## src/rtl/pslfa_pkg.sv

```systemverilog
`timescale 1ns / 1ps

package pslfa_pkg;

	// Segment geometry defaults
	localparam int DEF_SEG_BYTES    = 65536;
	localparam int DEF_PAGE_BYTES   = 4096;
	localparam int DEF_HEADER_BYTES = 64;

	// Field widths
	localparam int OFF_W  = 16;
	localparam int CNT_W  = 15;
	localparam int CMD_W  = 2;
	localparam int STS_W  = 2;
	localparam int LOG2_W = 4;

	// Link store geometry: one 16-bit link per 4-byte word
	localparam int STORE_DEPTH = 16384;
	localparam int STORE_AW    = 14;

	localparam logic [CNT_W-1:0] COUNT_MAX = CNT_W'(16384);

	// Slot size limits and reset value
	localparam logic [LOG2_W-1:0] LOG2_MIN = LOG2_W'(2);
	localparam logic [LOG2_W-1:0] LOG2_MAX = LOG2_W'(11);
	localparam logic [LOG2_W-1:0] LOG2_RST = LOG2_W'(4);

	// Commands
	localparam logic [CMD_W-1:0] CMD_ALLOC  = 2'd0;
	localparam logic [CMD_W-1:0] CMD_FREE   = 2'd1;
	localparam logic [CMD_W-1:0] CMD_REINIT = 2'd2;

	// Result status codes
	localparam logic [STS_W-1:0] STS_OK      = 2'd0;
	localparam logic [STS_W-1:0] STS_NOFREE  = 2'd1;
	localparam logic [STS_W-1:0] STS_RANGE   = 2'd2;
	localparam logic [STS_W-1:0] STS_ALIGN   = 2'd3;

	// Configuration port
	localparam int APB_AW = 3;
	localparam int APB_DW = 32;
	localparam logic REG_SLOT_SIZE_LOG2 = 1'b0;

	typedef struct packed {
		logic [CMD_W-1:0] command;
		logic [OFF_W-1:0] slot_offset;
	} req_t;

	typedef struct packed {
		logic [OFF_W-1:0] alloc_offset;
		logic [STS_W-1:0] status;
		logic [CNT_W-1:0] free_slots;
	} rsp_t;

	typedef enum logic [2:0] {
		ST_START,
		ST_CLEAR,
		ST_WALK,
		ST_IDLE,
		ST_FINISH
	} state_t;

	// Controller to datapath
	typedef struct packed {
		logic accept;
		logic rd_en;
		logic init_start;
		logic clear_step;
		logic walk_step;
		logic finish;
	} ctl_t;

	// Datapath to controller
	typedef struct packed {
		logic clear_last;
		logic walk_done;
		logic out_free;
	} sts_t;

endpackage

```

## src/rtl/pslfa_ctrl.sv

```systemverilog
`timescale 1ns / 1ps

module pslfa_ctrl import pslfa_pkg::*; (
	input  logic             clk,
	input  logic             arst_n,
	input  logic             req_valid,
	input  logic [CMD_W-1:0] req_command,
	output logic             req_stall,
	input  sts_t             sts,
	output ctl_t             ctl
);

	state_t state_q, state_d;
	logic   pend_q;

	// Advance state
	always_ff @(posedge clk or negedge arst_n) begin
		if (!arst_n) begin
			state_q <= ST_START;
			pend_q  <= 1'b0;
		end else begin
			state_q <= state_d;
			if (ctl.accept && req_command == CMD_REINIT) begin
				pend_q <= 1'b1;
			end else if (ctl.finish) begin
				pend_q <= 1'b0;
			end
		end
	end

	// Next state
	always_comb begin
		state_d = state_q;
		unique case (state_q)
			ST_START: state_d = ST_CLEAR;
			ST_CLEAR: begin
				if (sts.clear_last) state_d = ST_WALK;
			end
			ST_WALK: begin
				if (sts.walk_done) state_d = pend_q ? ST_FINISH : ST_IDLE;
			end
			ST_IDLE: begin
				if (req_valid) state_d = (req_command == CMD_REINIT) ? ST_START : ST_FINISH;
			end
			ST_FINISH: begin
				if (sts.out_free) state_d = ST_IDLE;
			end
			default: state_d = ST_START;
		endcase
	end

	// Drive datapath commands
	always_comb begin
		req_stall      = (state_q != ST_IDLE);
		ctl.accept     = (state_q == ST_IDLE) && req_valid;
		ctl.rd_en      = (state_q == ST_IDLE);
		ctl.init_start = (state_q == ST_START);
		ctl.clear_step = (state_q == ST_CLEAR);
		ctl.walk_step  = (state_q == ST_WALK);
		ctl.finish     = (state_q == ST_FINISH) && sts.out_free;
	end

endmodule

```

## config.mk

```make
export PLATFORM = sky130hd
export DESIGN_NAME = pslfa_ctrl
export DESIGN_NICKNAME = d
export VERILOG_FILES = /design/src/rtl/pslfa_pkg.sv /design/src/rtl/pslfa_ctrl.sv
export SDC_FILE = /design/constraint.sdc
export NUM_CORES = 1
export LEC_CHECK = 0
export ABC_AREA = 1
export BUFFER_PORTS_ARGS = -buffer_cell sky130_fd_sc_hd__buf_2
export CAP_MARGIN = 5
export CELL_PAD_IN_SITES_DETAIL_PLACEMENT = 0
export CELL_PAD_IN_SITES_GLOBAL_PLACEMENT = 1
export CORE_AREA = 2 2 39 41
export CTS_CLUSTER_SIZE = 10
export DETAILED_ROUTE_END_ITERATION = 10
export DIE_AREA = 0 0 41 43
export GPL_TIMING_DRIVEN = 0
export PLACE_DENSITY = 0.72
export SETUP_SLACK_MARGIN = 0.5
export SYNTH_ARGS = -nofsm -noshare
export SYNTH_HDL_FRONTEND = slang
export SYNTH_SLANG_ARGS = --single-unit
```

## constraint.sdc

```tcl
create_clock -name clk -period 1.6 [get_ports clk]
set_input_delay 0.08 -clock clk [delete_from_list [all_inputs] [get_ports clk]]
set_output_delay 0.08 -clock clk [all_outputs]
set_load 0.05 [all_outputs]
```

==> results.sh <==
export IMPL_status="finished, final reports clean"
export IMPL_synth_distinct_cells=10
export IMPL_cells_on_worst_hold_path=4
export IMPL_critical_path_arrival_ns=1.20
export IMPL_detail_route_vias_per_cell=4.10
export IMPL_ys_warnings_count=0
export IMPL_die_y_um=43
export IMPL_grt_pass1_wl_mm=1.12
export IMPL_clock_path_buffers=2
export IMPL_aggregate_global_routing_overflow=0
export IMPL_antenna_cells_inserted=0
export IMPL_report_final_hold_viol_count=0
export IMPL_cp_num_cells=5
export IMPL_final_period_utilization_pct=80.0
export IMPL_cts_htree_levels=1
export IMPL_tightest_slew_ns=0.246
export IMPL_total_negative_slack_for_setup_checks_ns=0
export IMPL_timing_critical_path_slowest_cell_delay_ns=0.44
export IMPL_cts_buffers_inserted=3
export IMPL_synth_async_sr_flop_share_pct=100
export IMPL_cp_slowest_cell="sky130_fd_sc_hd__dfrtp_2"
export IMPL_placement_io_buffers=14
export IMPL_highest_clock_rate_ghz=0.781
export IMPL_vdd_drop_max_mv=0.711
export IMPL_timing_hold_ws_ns=0.133
export IMPL_clockRootBuffer="sky130_fd_sc_hd__clkbuf_4"
export IMPL_critPathTopFamily="flip-flops"
export IMPL_clk_pin_slew_ns=0.03
export IMPL_die_area_um2=1760
export IMPL_finalMaxSlewViolations=0
export IMPL_postSynth_topFlopCell="sky130_fd_sc_hd__dfrtp_1"
export IMPL_period_minus_slack_ns=1.28
export IMPL_effective_utilization_at_floorplan_pct=21.2
export IMPL_first_global_vias=308
export IMPL_antenna_found_initial=0
export IMPL_timing_critical_path_buf_inv=2
export IMPL_rsz0062_at_grt="yes"
export IMPL_worst_r2r_cell_count=7
export IMPL_nFillCells=143
export IMPL_detailroute_via_count=369
export IMPL_synth_seq_cells=4
export IMPL_timing_critical_path_required_ns=1.52
export IMPL_grtUsageTotal_pct=10.1
export IMPL_placement_rows=14
export IMPL_drive_above_1_share_pct=56.8
export IMPL_synth_avg_cell_area_um2=5.88
export IMPL_skew_ns=0.000418
export IMPL_synth_most_common_cell="sky130_fd_sc_hd__nand2_1"
export IMPL_setup_viol=0
export IMPL_fp_coreArea_um2=1380
export IMPL_area_sequential_um2=104
export IMPL_remaining_drc_errors=0
export IMPL_boundaryPins=15
export IMPL_die_width_um=41
export IMPL_netlist_area_leader_share_pct=34.0
export IMPL_detail_route_wirelength_um=777
export IMPL_critPathMostFrequentCell="sky130_fd_sc_hd__nor2_4"
export IMPL_routed_wire_length_per_instance_um=8.63
export IMPL_post_synth_edffs=0
export IMPL_dr_first_iter_drc_count=1
export IMPL_route_antenna_remaining_nets=0
export IMPL_tritoncts="done"
export IMPL_synth_area_leaders="sky130_fd_sc_hd__dfrtp_1 34%, sky130_fd_sc_hd__nand2_1 20%, sky130_fd_sc_hd__inv_1 14%, sky130_fd_sc_hd__nor2_1 8.9%, sky130_fd_sc_hd__nand3_1 6.8%"
export IMPL_synth_seq_area_share_pct=34.0
export IMPL_flow_area_growth_from_synthesis_pct=93.2
export IMPL_cts_sinks=4
export IMPL_synth_net_count=58
export IMPL_critPathMaxFanout=5
export IMPL_synthesis_instances=50
export IMPL_power_density_nw_per_um2=2130
export IMPL_total_leakage_power_nw=0.305
export IMPL_maxCapViolCount=0
export IMPL_latest_clock_arrival_within_the_worst_skew_pair_ns=0.23
export IMPL_crit_chain="nand2_2 > nor2_4 > inv_6 > nor2_4 > buf_6"
export IMPL_maxSlewHeadroom_pct=83.7
export IMPL_drtPass1Iterations=2
export IMPL_mappedNetlistArea_um2=294
export IMPL_grt_max_degree=8
export IMPL_timing_critical_path_to_type="output pin"
export IMPL_placement_cell_area_um2=418
export IMPL_worstHoldPathType="primary input to flip-flop"
export IMPL_finish_instance_area_um2=568
export IMPL_finish_net_count=84
export IMPL_multiInputGateArea_um2=201
export IMPL_critical_path_class="flip-flop to output pin"
export IMPL_gp_congestion=0.702
export IMPL_crit_path_start_kind="flip-flop"
export IMPL_synthTopCellsByCount="16 x sky130_fd_sc_hd__nand2_1, 11 x sky130_fd_sc_hd__inv_1, 7 x sky130_fd_sc_hd__nor2_1"
export IMPL_power_total_mw=1.21
export IMPL_detailedPlacementHpwl_um=613
export IMPL_synth_largest_area_cell="sky130_fd_sc_hd__dfrtp_1"
[sequential cells by signal, summed over array words and instances, names as in the netlist]
| register | flops |
|---|---|
| state_q | 3 |
| pend_q | 1 |
[per-layer routing]
metal / part of all wire [%] / global-route usage [%] / vias up / routed length, um
met5: 0 / 0 / - / 0
met2: 51 / 14.4 / 7 / 397
met3: 4.2 / 3.14 / 2 / 33
li1: - / - / 199 / -
met4: 1.0 / 10.0 / 0 / 8
met1: 43 / 10.8 / 161 / 337
[logic make-up after synthesis]
kind of cell	Yosys count	synth area share (%)
compound gates	4	6.81
buf+inv	12	15.3
flops	4	34.0
simple gates	30	43.8
[power breakdown]
| group | internal, mW | switching, mW | leakage, nW |
|---|---|---|---|
| registers | 0.154 | 0.0809 | 0.0466 |
| clock network | 0.0835 | 0.0354 | 0.0138 |
| logic | 0.337 | 0.520 | 0.245 |
[cell usage in the layout, fill, tap and decap left out, types with 2 or more instances in the layout]
| cell | count |
|---|---|
| sky130_fd_sc_hd__nor2_2 | 3 |
| sky130_fd_sc_hd__nor2_1 | 2 |
| sky130_fd_sc_hd__nor2_4 | 4 |
| sky130_fd_sc_hd__inv_2 | 2 |
| sky130_fd_sc_hd__buf_4 | 5 |
| sky130_fd_sc_hd__nand2_1 | 12 |
| sky130_fd_sc_hd__dfrtp_2 | 3 |
| sky130_fd_sc_hd__inv_1 | 9 |
| sky130_fd_sc_hd__buf_6 | 6 |
| sky130_fd_sc_hd__buf_2 | 8 |
| sky130_fd_sc_hd__o21ai_0 | 2 |
| sky130_fd_sc_hd__nand3_1 | 4 |
| sky130_fd_sc_hd__clkbuf_4 | 3 |
| sky130_fd_sc_hd__nand2_2 | 4 |
[final cells by class]
cell class                 count  share of cell area [%]
timing repair buffer          21                    30.0
tap                           16                    3.52
multi-input combinational     34                    35.5
sequential                     4                    18.3
inverter                      12                    8.81
clock buffer                   3                    3.96
[final timing paths]
kind / from / endpoint / slack (ns)
max in group asynchronous: arst_n / state_q[2]$_DFFE_PN0P_ / 1.29
worst min-delay path: req_command[0] / pend_q$_DFFE_PN0P_ / 0.13
worst max register to register: state_q[0]$_DFFE_PN0P_ / state_q[0]$_DFFE_PN0P_ / 0.41
worst max-delay path: state_q[1]$_DFFE_PN0P_ / ctl[5] / 0.32
min in group asynchronous: arst_n / state_q[1]$_DFFE_PN0P_ / 0.19
worst min register to register: pend_q$_DFFE_PN0P_ / pend_q$_DFFE_PN0P_ / 0.56
[worst register-to-register path, stage by stage, from the launching register on]
cell                      delay (ns)
sky130_fd_sc_hd__dfrtp_2        0.45
sky130_fd_sc_hd__buf_4          0.16
sky130_fd_sc_hd__nor3_4         0.15
sky130_fd_sc_hd__buf_6          0.13
sky130_fd_sc_hd__nand2_2        0.04
sky130_fd_sc_hd__nand2_1        0.07
sky130_fd_sc_hd__nand2_1        0.05
sky130_fd_sc_hd__nand2_1        0.07
[timing repair]
action | in CTS | in global routing
resized for setup | 19 | 9
setup buffers | 4 | 2
pin swaps | 9 | 2
hold buffers | 1 | 0
hold endpoints to repair | 4 | 0
setup endpoints to repair | 11 | 11
[through the flow]
step | std cells | utilization, % | worst slack, ns
after floorplan | 50 | - | 0.0535
after global placement | 80 | 30.2 | 0.386
after CTS | 88 | 38.5 | 0.316
final | 90 | 41.0 | 0.320
after detailed placement | 80 | 30.2 | 0.350
after global routing | 90 | 41.0 | 0.266
No activity file was read; power rests on OpenSTA's default activity.
